## src/rtl/core/gbk_pkg.sv

```systemverilog
// ----------------------------------------------------------------------------
// gbk_pkg
// shared types, constants and helpers for the gbk page wrapper
// ----------------------------------------------------------------------------
package gbk_pkg;

  localparam int LINE_BYTES  = 32;
  localparam int PAGE_LINES  = 16;
  localparam int CHUNK_BYTES = 1024;
  localparam int WORD_DEPTH  = 32;
  localparam int WORD_LIMIT  = (LINE_BYTES < WORD_DEPTH) ? LINE_BYTES : WORD_DEPTH;
  localparam int Q_DEPTH     = 2;

  localparam logic [7:0] CH_SPACE = 8'h20;
  localparam logic [7:0] CH_CR    = 8'h0d;
  localparam logic [7:0] CH_LF    = 8'h0a;
  localparam logic [7:0] CH_TAB   = 8'h09;
  localparam logic [7:0] CH_UC_LO = 8'h40;
  localparam logic [7:0] CH_UC_HI = 8'h5b;
  localparam logic [7:0] CH_LC_LO = 8'h60;
  localparam logic [7:0] CH_LC_HI = 8'h7b;

  localparam logic KIND_CELL   = 1'b0;
  localparam logic KIND_REPORT = 1'b1;

  typedef enum logic [0:0] {
    REG_FILE_SIZE    = 1'b0,
    REG_START_OFFSET = 1'b1
  } reg_index_t;

  typedef enum logic [1:0] {
    MODE_BEGIN = 2'd0,
    MODE_TEXT  = 2'd1,
    MODE_END   = 2'd2,
    MODE_NONE  = 2'd3
  } mode_t;

  typedef enum logic [2:0] {
    BC_LETTER,
    BC_LEAD,
    BC_CR,
    BC_LF,
    BC_TAB,
    BC_OTHER
  } byte_class_t;

  typedef enum logic [3:0] {
    ST_IDLE,
    ST_BEGIN,
    ST_LONG,
    ST_FL_CHK,
    ST_FL_PUT,
    ST_BYTE,
    ST_BYTE_PUT,
    ST_END,
    ST_REPORT
  } state_t;

  typedef struct packed {
    logic [1:0] mode;
    logic [7:0] byte_value;
  } gbk_in_t;

  typedef struct packed {
    logic        kind;
    logic [4:0]  line_index;
    logic [5:0]  column_index;
    logic [7:0]  cell_value;
    logic [12:0] page_bytes;
    logic        more_to_read;
    logic        last;
  } gbk_out_t;

  typedef struct packed {
    mode_t       mode;
    byte_class_t cls;
    logic [7:0]  value;
  } gbk_req_t;

  function automatic gbk_out_t mk_cell(logic [5:0] line, logic [5:0] col,
                                       logic [7:0] val, logic last);
    gbk_out_t o;
    o.kind         = KIND_CELL;
    o.line_index   = line[4:0];
    o.column_index = col;
    o.cell_value   = val;
    o.page_bytes   = '0;
    o.more_to_read = 1'b0;
    o.last         = last;
    return o;
  endfunction

  function automatic gbk_out_t mk_report(logic [12:0] pb, logic more);
    gbk_out_t o;
    o.kind         = KIND_REPORT;
    o.line_index   = '0;
    o.column_index = '0;
    o.cell_value   = '0;
    o.page_bytes   = pb;
    o.more_to_read = more;
    o.last         = 1'b1;
    return o;
  endfunction

endpackage

```

## src/rtl/core/gbk_front.sv

```systemverilog
// ----------------------------------------------------------------------------
// gbk_front
// accepts requests, classifies text bytes and queues them for the back end
// ----------------------------------------------------------------------------
module gbk_front (
  input  logic              clk,
  input  logic              rst_n,
  input  logic              in_valid,
  output logic              in_ready,
  input  gbk_pkg::gbk_in_t  in_data,
  output logic              req_valid,
  output gbk_pkg::gbk_req_t req,
  input  logic              req_pop
);
  import gbk_pkg::*;

  localparam int PW = (Q_DEPTH > 1) ? $clog2(Q_DEPTH) : 1;
  localparam int CW = $clog2(Q_DEPTH + 1);

  gbk_req_t        q_r [Q_DEPTH];
  logic [PW-1:0]   rd_ptr_r, wr_ptr_r;
  logic [CW-1:0]   cnt_r;
  logic            push;
  logic            pop;
  gbk_req_t        entry;

  function automatic byte_class_t classify(logic [7:0] v);
    byte_class_t c;
    if ((v > CH_UC_LO && v < CH_UC_HI) || (v > CH_LC_LO && v < CH_LC_HI)) c = BC_LETTER;
    else if (v[7])        c = BC_LEAD;
    else if (v == CH_CR)  c = BC_CR;
    else if (v == CH_LF)  c = BC_LF;
    else if (v == CH_TAB) c = BC_TAB;
    else                  c = BC_OTHER;
    return c;
  endfunction

  assign in_ready  = (cnt_r != CW'(Q_DEPTH));
  assign req_valid = (cnt_r != '0);
  assign req       = q_r[rd_ptr_r];
  assign push      = in_valid && in_ready;
  assign pop       = req_pop && req_valid;

  always_comb begin
    entry.mode  = mode_t'(in_data.mode);
    entry.cls   = classify(in_data.byte_value);
    entry.value = in_data.byte_value;
  end

  always_ff @(posedge clk) begin
    if (!rst_n) begin
      rd_ptr_r <= '0;
      wr_ptr_r <= '0;
      cnt_r    <= '0;
    end else begin
      if (push) wr_ptr_r <= (wr_ptr_r == PW'(Q_DEPTH - 1)) ? '0 : wr_ptr_r + 1'b1;
      if (pop)  rd_ptr_r <= (rd_ptr_r == PW'(Q_DEPTH - 1)) ? '0 : rd_ptr_r + 1'b1;
      if (push && !pop)      cnt_r <= cnt_r + 1'b1;
      else if (pop && !push) cnt_r <= cnt_r - 1'b1;
    end
  end

  always_ff @(posedge clk) begin
    if (push) q_r[wr_ptr_r] <= entry;
  end

endmodule

```

## src/rtl/core/gbk_back.sv

```systemverilog
// ----------------------------------------------------------------------------
// gbk_back
// layout sequencer: word buffer, line and column tracking, result register
// ----------------------------------------------------------------------------
module gbk_back (
  input  logic              clk,
  input  logic              rst_n,
  input  logic              req_valid,
  input  gbk_pkg::gbk_req_t req,
  output logic              req_pop,
  input  logic              cfg_we,
  input  logic [0:0]        cfg_index,
  input  logic [31:0]       cfg_data,
  output logic              out_valid,
  input  logic              out_ready,
  output gbk_pkg::gbk_out_t out_data
);
  import gbk_pkg::*;

  state_t      state_r, state_nxt;
  logic [5:0]  line_r, line_nxt;
  logic [5:0]  col_r, col_nxt;
  logic [5:0]  wlen_r, wlen_nxt;
  logic [12:0] wstart_r, wstart_nxt;
  logic [12:0] consumed_r, consumed_nxt;
  logic        trail_r, trail_nxt;
  logic        skip_r, skip_nxt;
  logic        full_r, full_nxt;
  logic        long_r, long_nxt;
  logic        ll_cur_r, ll_cur_nxt;
  logic        flush_end_r, flush_end_nxt;
  logic [5:0]  i_r, i_nxt;
  logic [2:0]  blanks_r, blanks_nxt;
  logic [12:0] pb_r, pb_nxt;
  logic [12:0] idx_r, idx_nxt;
  logic [7:0]  cur_v_r, cur_v_nxt;
  byte_class_t cur_cls_r, cur_cls_nxt;
  logic [31:0] file_size_r, start_r;
  logic [7:0]  wbuf_r [WORD_DEPTH];
  logic        wbuf_we;
  gbk_out_t    out_r;
  logic        out_valid_r;

  logic        adv, emit, last_line, text_ok, skip_lf, ll_brk, ll_end, fl_brk, byte_brk;
  logic        is_brk_cls, more;
  logic [6:0]  col_ext, tab_over;
  logic [12:0] pos, cr_pb;
  logic [7:0]  ll_v;
  gbk_out_t    emit_data;

  assign adv       = !out_valid_r || out_ready;
  assign last_line = (line_r == 6'(PAGE_LINES - 1));
  assign col_ext   = {1'b0, col_r};
  assign text_ok   = !full_r && (consumed_r < 13'(CHUNK_BYTES));
  assign skip_lf   = skip_r && (req.cls == BC_LF);
  assign ll_brk    = (col_r >= 6'(LINE_BYTES));
  assign ll_end    = (6'(i_r + 6'd1) == wlen_r);
  assign fl_brk    = (col_ext + {1'b0, wlen_r}) > 7'(LINE_BYTES);
  assign tab_over  = col_ext + 7'd4 - 7'(LINE_BYTES);
  assign is_brk_cls = (cur_cls_r == BC_CR) || (cur_cls_r == BC_LF);
  assign pos       = ll_cur_r ? idx_r : 13'(wstart_r + 13'(i_r));
  assign ll_v      = ll_cur_r ? cur_v_r : wbuf_r[i_r[4:0]];
  assign cr_pb     = (13'(idx_r + 13'd2) > 13'(CHUNK_BYTES)) ? 13'(CHUNK_BYTES)
                                                             : 13'(idx_r + 13'd2);
  assign more      = ({1'b0, start_r} + 33'(pb_r)) < {1'b0, file_size_r};
  assign req_pop   = adv && (state_r == ST_IDLE) && req_valid;
  assign out_valid = out_valid_r;
  assign out_data  = out_r;

  always_comb begin
    unique case (cur_cls_r)
      BC_LEAD:      byte_brk = (col_ext + 7'd2) > 7'(LINE_BYTES);
      BC_TAB:       byte_brk = (col_ext + 7'd4) > 7'(LINE_BYTES);
      BC_CR, BC_LF: byte_brk = 1'b1;
      default:      byte_brk = (col_ext + 7'd1) > 7'(LINE_BYTES);
    endcase
  end

  // next state
  always_comb begin
    state_nxt = state_r;
    if (adv) begin
      unique case (state_r)
        ST_IDLE: begin
          if (req_valid) begin
            unique case (req.mode)
              MODE_BEGIN: state_nxt = ST_BEGIN;
              MODE_TEXT: begin
                if (text_ok && !trail_r && !skip_lf) begin
                  if (req.cls == BC_LETTER) begin
                    if (long_r || wlen_r >= 6'(WORD_LIMIT)) state_nxt = ST_LONG;
                  end else begin
                    state_nxt = (wlen_r != '0) ? ST_FL_CHK : ST_BYTE;
                  end
                end
              end
              MODE_END: begin
                if (!full_r) state_nxt = (wlen_r != '0) ? ST_FL_CHK : ST_END;
              end
              default: ;
            endcase
          end
        end
        ST_BEGIN:    if (i_r == 6'(PAGE_LINES - 1)) state_nxt = ST_IDLE;
        ST_LONG: begin
          if (ll_brk) begin
            if (last_line) state_nxt = ST_REPORT;
          end else if (ll_cur_r) begin
            state_nxt = ST_IDLE;
          end
        end
        ST_FL_CHK:   state_nxt = (fl_brk && last_line) ? ST_REPORT : ST_FL_PUT;
        ST_FL_PUT:   if (ll_end) state_nxt = flush_end_r ? ST_END : ST_BYTE;
        ST_BYTE: begin
          if (byte_brk && last_line) state_nxt = ST_REPORT;
          else if (is_brk_cls)       state_nxt = ST_IDLE;
          else                       state_nxt = ST_BYTE_PUT;
        end
        ST_BYTE_PUT: begin
          if (cur_cls_r != BC_TAB || blanks_r == 3'd1) state_nxt = ST_IDLE;
        end
        ST_END:      state_nxt = ST_REPORT;
        ST_REPORT:   state_nxt = ST_IDLE;
        default:     state_nxt = ST_IDLE;
      endcase
    end
  end

  // datapath and results
  always_comb begin
    line_nxt      = line_r;
    col_nxt       = col_r;
    wlen_nxt      = wlen_r;
    wstart_nxt    = wstart_r;
    consumed_nxt  = consumed_r;
    trail_nxt     = trail_r;
    skip_nxt      = skip_r;
    full_nxt      = full_r;
    long_nxt      = long_r;
    ll_cur_nxt    = ll_cur_r;
    flush_end_nxt = flush_end_r;
    i_nxt         = i_r;
    blanks_nxt    = blanks_r;
    pb_nxt        = pb_r;
    idx_nxt       = idx_r;
    cur_v_nxt     = cur_v_r;
    cur_cls_nxt   = cur_cls_r;
    wbuf_we       = 1'b0;
    emit          = 1'b0;
    emit_data     = mk_cell(line_r, col_r, 8'h00, 1'b0);
    if (adv) begin
      unique case (state_r)
        ST_IDLE: begin
          if (req_valid) begin
            unique case (req.mode)
              MODE_BEGIN: begin
                line_nxt     = '0;
                col_nxt      = '0;
                wlen_nxt     = '0;
                wstart_nxt   = '0;
                consumed_nxt = '0;
                trail_nxt    = 1'b0;
                skip_nxt     = 1'b0;
                full_nxt     = 1'b0;
                long_nxt     = 1'b0;
                i_nxt        = '0;
              end
              MODE_TEXT: begin
                if (text_ok) begin
                  consumed_nxt = 13'(consumed_r + 13'd1);
                  idx_nxt      = consumed_r;
                  cur_v_nxt    = req.value;
                  cur_cls_nxt  = req.cls;
                  if (trail_r) begin
                    trail_nxt = 1'b0;
                    emit      = 1'b1;
                    emit_data = mk_cell(line_r, col_r, req.value, 1'b1);
                    col_nxt   = 6'(col_r + 6'd1);
                  end else if (!skip_lf) begin
                    skip_nxt = 1'b0;
                    if (req.cls == BC_LETTER) begin
                      if (long_r) begin
                        ll_cur_nxt = 1'b1;
                      end else if (wlen_r < 6'(WORD_LIMIT)) begin
                        if (wlen_r == '0) wstart_nxt = consumed_r;
                        wbuf_we  = 1'b1;
                        wlen_nxt = 6'(wlen_r + 6'd1);
                      end else begin
                        ll_cur_nxt = 1'b0;
                        i_nxt      = '0;
                      end
                    end else begin
                      long_nxt      = 1'b0;
                      flush_end_nxt = 1'b0;
                    end
                  end else begin
                    skip_nxt = 1'b0;
                  end
                end
              end
              MODE_END: begin
                if (!full_r) begin
                  long_nxt      = 1'b0;
                  flush_end_nxt = 1'b1;
                end
              end
              default: ;
            endcase
          end
        end
        ST_BEGIN: begin
          emit      = 1'b1;
          emit_data = mk_cell(i_r, 6'd0, 8'h00, i_r == 6'(PAGE_LINES - 1));
          i_nxt     = 6'(i_r + 6'd1);
        end
        ST_LONG: begin
          emit = 1'b1;
          if (ll_brk) begin
            emit_data = mk_cell(line_r, col_r, 8'h00, 1'b0);
            line_nxt  = 6'(line_r + 6'd1);
            col_nxt   = '0;
            pb_nxt    = pos;
          end else begin
            emit_data = mk_cell(line_r, col_r, ll_v, ll_cur_r);
            col_nxt   = 6'(col_r + 6'd1);
            if (!ll_cur_r) begin
              i_nxt = 6'(i_r + 6'd1);
              if (ll_end) begin
                ll_cur_nxt = 1'b1;
                wlen_nxt   = '0;
                long_nxt   = 1'b1;
              end
            end
          end
        end
        ST_FL_CHK: begin
          i_nxt = '0;
          if (fl_brk) begin
            emit      = 1'b1;
            emit_data = mk_cell(line_r, col_r, 8'h00, 1'b0);
            line_nxt  = 6'(line_r + 6'd1);
            col_nxt   = '0;
            pb_nxt    = wstart_r;
          end
        end
        ST_FL_PUT: begin
          emit      = 1'b1;
          emit_data = mk_cell(line_r, col_r, wbuf_r[i_r[4:0]], 1'b0);
          col_nxt   = 6'(col_r + 6'd1);
          i_nxt     = 6'(i_r + 6'd1);
          if (ll_end) wlen_nxt = '0;
        end
        ST_BYTE: begin
          blanks_nxt = 3'd4;
          if (byte_brk) begin
            emit      = 1'b1;
            emit_data = mk_cell(line_r, col_r, 8'h00, is_brk_cls && !last_line);
            line_nxt  = 6'(line_r + 6'd1);
            col_nxt   = '0;
            if (cur_cls_r == BC_TAB) blanks_nxt = tab_over[2:0];
            if (cur_cls_r == BC_CR)      pb_nxt = cr_pb;
            else if (cur_cls_r == BC_LF) pb_nxt = 13'(idx_r + 13'd1);
            else                         pb_nxt = idx_r;
            if (cur_cls_r == BC_CR && !last_line) skip_nxt = 1'b1;
          end
        end
        ST_BYTE_PUT: begin
          emit    = 1'b1;
          col_nxt = 6'(col_r + 6'd1);
          if (cur_cls_r == BC_TAB) begin
            emit_data  = mk_cell(line_r, col_r, CH_SPACE, blanks_r == 3'd1);
            blanks_nxt = 3'(blanks_r - 3'd1);
          end else begin
            emit_data = mk_cell(line_r, col_r, cur_v_r, 1'b1);
            if (cur_cls_r == BC_LEAD) trail_nxt = 1'b1;
          end
        end
        ST_END: begin
          emit      = 1'b1;
          emit_data = mk_cell(line_r, col_r, 8'h00, 1'b0);
          trail_nxt = 1'b0;
          skip_nxt  = 1'b0;
          pb_nxt    = consumed_r;
        end
        ST_REPORT: begin
          emit      = 1'b1;
          emit_data = mk_report(pb_r, more);
          full_nxt  = 1'b1;
        end
        default: ;
      endcase
    end
  end

  always_ff @(posedge clk) begin
    if (!rst_n) begin
      state_r     <= ST_IDLE;
      line_r      <= '0;
      col_r       <= '0;
      wlen_r      <= '0;
      wstart_r    <= '0;
      consumed_r  <= '0;
      trail_r     <= 1'b0;
      skip_r      <= 1'b0;
      full_r      <= 1'b0;
      long_r      <= 1'b0;
      ll_cur_r    <= 1'b0;
      flush_end_r <= 1'b0;
      i_r         <= '0;
      out_valid_r <= 1'b0;
      file_size_r <= '0;
      start_r     <= '0;
    end else begin
      state_r     <= state_nxt;
      line_r      <= line_nxt;
      col_r       <= col_nxt;
      wlen_r      <= wlen_nxt;
      wstart_r    <= wstart_nxt;
      consumed_r  <= consumed_nxt;
      trail_r     <= trail_nxt;
      skip_r      <= skip_nxt;
      full_r      <= full_nxt;
      long_r      <= long_nxt;
      ll_cur_r    <= ll_cur_nxt;
      flush_end_r <= flush_end_nxt;
      i_r         <= i_nxt;
      if (emit)           out_valid_r <= 1'b1;
      else if (out_ready) out_valid_r <= 1'b0;
      if (cfg_we) begin
        if (cfg_index == REG_FILE_SIZE) file_size_r <= cfg_data;
        else                            start_r     <= cfg_data;
      end
    end
  end

  always_ff @(posedge clk) begin
    blanks_r  <= blanks_nxt;
    pb_r      <= pb_nxt;
    idx_r     <= idx_nxt;
    cur_v_r   <= cur_v_nxt;
    cur_cls_r <= cur_cls_nxt;
    if (emit)    out_r <= emit_data;
    if (wbuf_we) wbuf_r[wlen_r[4:0]] <= req.value;
  end

endmodule

```

## src/rtl/core/gbk_text_page_wrapper_core.sv

```systemverilog
// ----------------------------------------------------------------------------
// gbk_text_page_wrapper_core
// greedy word-wrap layout of a gbk byte stream into one text page
// ----------------------------------------------------------------------------
//  port group | dir | handshake           | payload
//  in_        | in  | in_valid/in_ready   | gbk_in_t  (mode, byte_value)
//  out_       | out | out_valid/out_ready | gbk_out_t (cell write or report)
//  cfg_       | in  | cfg_valid/cfg_ready | cfg_index, cfg_data (always ready)
//
//  at most one result per cycle from the back-end sequencer, which stalls while
//  the result register is held; begin writes one cell per page line; a pending
//  word of letters is laid out before the byte that ends it; a two-entry
//  request queue lets the front keep taking requests while the sequencer works
//  synchronous active-low reset; the word buffer is not cleared
module gbk_text_page_wrapper_core (
  input  logic              clk,
  input  logic              rst_n,
  input  logic              in_valid,
  output logic              in_ready,
  input  gbk_pkg::gbk_in_t  in_data,
  output logic              out_valid,
  input  logic              out_ready,
  output gbk_pkg::gbk_out_t out_data,
  input  logic              cfg_valid,
  output logic              cfg_ready,
  input  logic [0:0]        cfg_index,
  input  logic [31:0]       cfg_data
);
  import gbk_pkg::*;

  gbk_req_t req;
  logic     req_valid;
  logic     req_pop;

  assign cfg_ready = 1'b1;

  gbk_front u_front (
    .clk       (clk),
    .rst_n     (rst_n),
    .in_valid  (in_valid),
    .in_ready  (in_ready),
    .in_data   (in_data),
    .req_valid (req_valid),
    .req       (req),
    .req_pop   (req_pop)
  );

  gbk_back u_back (
    .clk       (clk),
    .rst_n     (rst_n),
    .req_valid (req_valid),
    .req       (req),
    .req_pop   (req_pop),
    .cfg_we    (cfg_valid && cfg_ready),
    .cfg_index (cfg_index),
    .cfg_data  (cfg_data),
    .out_valid (out_valid),
    .out_ready (out_ready),
    .out_data  (out_data)
  );

endmodule

```

## config.mk

```make
export PLATFORM = sky130hd
export DESIGN_NAME = gbk_text_page_wrapper_core
export DESIGN_NICKNAME = d
export VERILOG_FILES = /design/src/rtl/core/gbk_pkg.sv /design/src/rtl/core/gbk_front.sv /design/src/rtl/core/gbk_back.sv /design/src/rtl/core/gbk_text_page_wrapper_core.sv
export SDC_FILE = /design/constraint.sdc
export NUM_CORES = 1
export LEC_CHECK = 0
export ABC_AREA = 1
export BUFFER_PORTS_ARGS = -buffer_cell sky130_fd_sc_hd__buf_2
export CORE_MARGIN = 2
export CORE_UTILIZATION = 65
export CTS_CLUSTER_DIAMETER = 80
export CTS_CLUSTER_SIZE = 20
export DETAILED_ROUTE_END_ITERATION = 6
export GPL_TIMING_DRIVEN = 0
export PLACE_DENSITY = 0.86
export SLEW_MARGIN = 20
export SYNTH_ARGS = -nofsm -noshare
export SYNTH_HDL_FRONTEND = slang
export SYNTH_HIERARCHICAL = 1
export SYNTH_SLANG_ARGS = --single-unit
export TNS_END_PERCENT = 5
```

## constraint.sdc

```tcl
create_clock -name clk -period 8.6 [get_ports clk]
set_clock_uncertainty 0.1 [all_clocks]
set_input_delay 1.29 -clock clk [delete_from_list [all_inputs] [get_ports clk]]
set_output_delay 1.29 -clock clk [all_outputs]
set_load 0.01 [all_outputs]
```

==> impl_metrics.csv <==
group,metric,value,unit
sta,period_needed,4.52,ns
clocking,clk_latency,0.61,ns
worst_setup_path,start_kind,"register",
pwr,ir_worst_vdd,239,uV
clocking,numCtsBuffers,29,
hold_path,min_from,"u_back/consumed_r[11]",
synth,synthArstFlopShare,0,%
sta,worst_pin_slew,1.13,ns
synth,synth.cell_area,0.0239,mm2
clocking,clkSinkCount,492,
clocking,cts_max_level,1,
routing,wl_met3,8.93,mm
clocking,cts_tree,"yes",
sta,post-route-period-util,52.6,%
synth,synthTopCellsByArea,"edfxtp_1, dfxtp_1, nor2_1",
floorplan,fp.dieH,196,um
cells_and_area,multi_input_area,0.00905,mm2
worst_setup_path,reg2reg_depth,21,
synth,synth.top_cell.area_share,44.9,%
cells_and_area,final_cells,3148,
synth,syn_inst,2538,
sta,finalSetupViolCount,0,
synth,synth.avg_cell_area,9.40,um2
worst_setup_path,path_class,"register to register",
routing,viasPerCell,6.38,
routing,drt_iter0_markers,2851,
clocking,postCtsHoldBufs,0,
flow_run,maxCapViolCount,0,
cells_and_area,final_nets,2782,
floorplan,core_region_area,0.0363,mm2
worst_setup_path,crit_end,"u_back/out_data[1]",
cells_and_area,area_delta_synth_final,8.08,%
clocking,clk_pin_slew,0.09,ns
synth,ys.flop_type,"edfxtp_1",
routing,top_layer_used,"met4",
worst_setup_path,arrival,4.78,ns
routing,wl_met1,27.0,mm
floorplan,die_x,196,um
cells_and_area,layout-drive-gt1-share,7.57,%
clocking,root_buffer,"clkbuf_16",
routing,wl_per_cell,22.0,um
synth,yosys_warnings,6,
sta,rsz0062_at_grt,"false",
worst_setup_path,crit_start,"u_back/pb_r[0]",
floorplan,fp.dieArea,0.0383,mm2
synth,synth_top_area_cell,"edfxtp_1",
worst_setup_path,required,8.86,ns
sta,max_slew_margin,24.4,%
synth,synth-edff-count,357,
floorplan,io_pins,86,
worst_setup_path,r2r_slack,4.08,ns
clocking,cts_buffer_depth,3,
worst_setup_path,crit_fanout,4,
sta,hold_viol_final,0,
floorplan,start_util,65.7,%
placed_design,hpwl,50.2,mm
synth,ys_seq_elements,492,
outcome,outcome,"finished with violations",
placed_design,routabilityCongestion,0.962,
pwr,p_leak,9.70,nW
synth,yosysUniqueCellTypes,59,
grt,grt_pass1_vias,19200,
placed_design,dpl.cell_count,3094,
floorplan,row_count,70,
clocking,cts_resized,0,
grt,grt_pass1_wl,106,mm
synth,ys_seq_area_share,56.2,%
routing,firstDrtPassIters,7,
grt,grt_start_max_net_pins,35,
placed_design,portBuffers,84,
worst_setup_path,r2r_start,"u_back/pb_r[0]",
clocking,post_cts_buffers,0,
sta,drv_slew,0,
worst_setup_path,endpoint_kind,"register",
cells_and_area,seqCellArea,0.0134,mm2
worst_setup_path,rr_endpoint,"u_back/out_data[1]",
pwr,power-per-cell-area,265,mW/mm2
cells_and_area,insertedDiodeCount,0,
outcome,violations,"DRC",
routing,drc_errors,19,
sta,timing.fmax,0.221,GHz
routing,vias,20100,
synth,syn_nets,2663,
grt,grt_overflow_total,0,
hold_path,hold_path_class,"register to register",
routing,dr_wl_met2,30.6,mm
routing,wl,69.2,mm
sta,tns,0,ns
routing,ant_nets,0,
grt,gr-usage-all-layers,36.0,%
grt,antenna_found_initial,0,
cells_and_area,nFillCells,2659,
-- cell usage after synthesis (3+ instances only) --
cell / count
nor2_1: 376
edfxtp_1: 357
nand2_1: 310
o21ai_0: 275
inv_1: 256
a21oi_1: 170
nand3_1: 154
dfxtp_1: 135
clkbuf_1: 79
ha_1: 74
o221ai_1: 55
nor3_1: 43
xor2_1: 36
nand4_1: 31
o22ai_1: 27
buf_2: 11
nand2_2: 11
o211ai_1: 11
mux2_4: 10
a211oi_1: 9
nand3b_1: 9
xnor2_1: 9
inv_2: 8
nor4_1: 7
nor2_2: 5
buf_1: 4
clkinv_1: 4
nor2_4: 4
o21ai_2: 4
o31ai_1: 4
a31oi_1: 3
fa_1: 3
mux2_2: 3
nand2_4: 3
nor3_2: 3
nor3b_1: 3
o21ai_1: 3
-- layout make-up --
type                       count  share of cell area [%]
clock inverter                 5                   0.204
tap                          468                    2.27
multi-input combinational   1680                    35.1
buffer                        97                    1.52
clock buffer                  49                    3.14
inverter                     269                    3.92
sequential                   492                    52.0
timing repair buffer          88                    1.82
-- flip-flops by register name, indices dropped and copies added, names as in the netlist, 26 cells and up, named ones only --
name                cells
u_front/q_r            26
u_back/wbuf_r         256
u_back/start_r         32
u_back/file_size_r     32
u_back/out_data        35
-- power by group --
part / total [mW] / switching [mW] / internal, mW / leakage (nW)
registers: 3.11 / 0.158 / 2.95 / 4.35
logic: 2.31 / 1.65 / 0.653 / 4.94
clock network: 1.43 / 0.774 / 0.654 / 0.414
-- worst max-delay path, stage by stage, from the launching register on --
cell,delay (ns)
edfxtp_1,0.42
ha_1,0.26
fa_1,0.42
nand3_1,0.11
nand2_1,0.11
a21boi_0,0.40
o21bai_1,0.23
a21oi_1,0.47
nor2_1,0.14
xor2_1,0.17
ha_1,0.33
nand4_1,0.12
nor2_1,0.25
nand3_1,0.12
nand3_1,0.16
nand2_1,0.07
nand2_1,0.07
nand2_1,0.06
nand2_1,0.09
nand2_1,0.05
nand2_1,0.06
a21oi_1,0.07
-- cell families after synthesis --
kind of cell / share of synthesized area [%]
buffers and inverters: 5.89
DFF: 56.2
AOI/OAI and AO/OA: 13.5
and+or+nand+nor: 17.8
xor gates and xnor gates: 1.65
muxes: 0.771
adders and majority gates: 4.13
other: 0.0157
-- worst min path at each step --
stage	cells past startpoint	endpoint	slack [ns]
final	0	u_back/idx_r[11]	0.34
after floorplan	0	u_back/idx_r[11]	0.31
after global routing	0	u_back/idx_r[11]	0.37
after global placement	0	u_back/idx_r[11]	0.32
after CTS	0	u_back/idx_r[11]	0.34
after detailed placement	0	u_back/idx_r[11]	0.32
-- through the flow --
step / hold WS [ns] / setup WS [ns] / power, mW / utilization (%) / cell area [um2]
floorplan: 0.308 / 4.70 / 4.57 / - / 23900
global placement: 0.318 / 3.01 / 5.28 / 68.4 / 24900
detailed placement: 0.315 / 4.21 / 5.37 / 68.6 / 24900
CTS: 0.336 / 4.16 / 6.77 / 71.0 / 25800
global route: 0.374 / 3.83 / 7.16 / 71.0 / 25800
finish: 0.338 / 4.08 / 6.85 / 71.0 / 25800
-- layer usage --
layer	vias up	GRT usage, %
li1	9054	-
met1	9458	50.0
met2	1355	55.5
met3	207	8.36
met4	0	13.8
met5	-	0
-- cell usage in the layout (no fill, tap or decap), types with 42 or more instances in the layout --
cell / count
clkbuf_1: 98
nand3_1: 154
o21ai_0: 275
a21oi_1: 170
ha_1: 74
nand2_1: 310
dfxtp_1: 135
nor3_1: 42
nor2_1: 375
buf_2: 95
o221ai_1: 55
edfxtp_1: 357
inv_1: 256
Power figures use the tool's default switching activity.
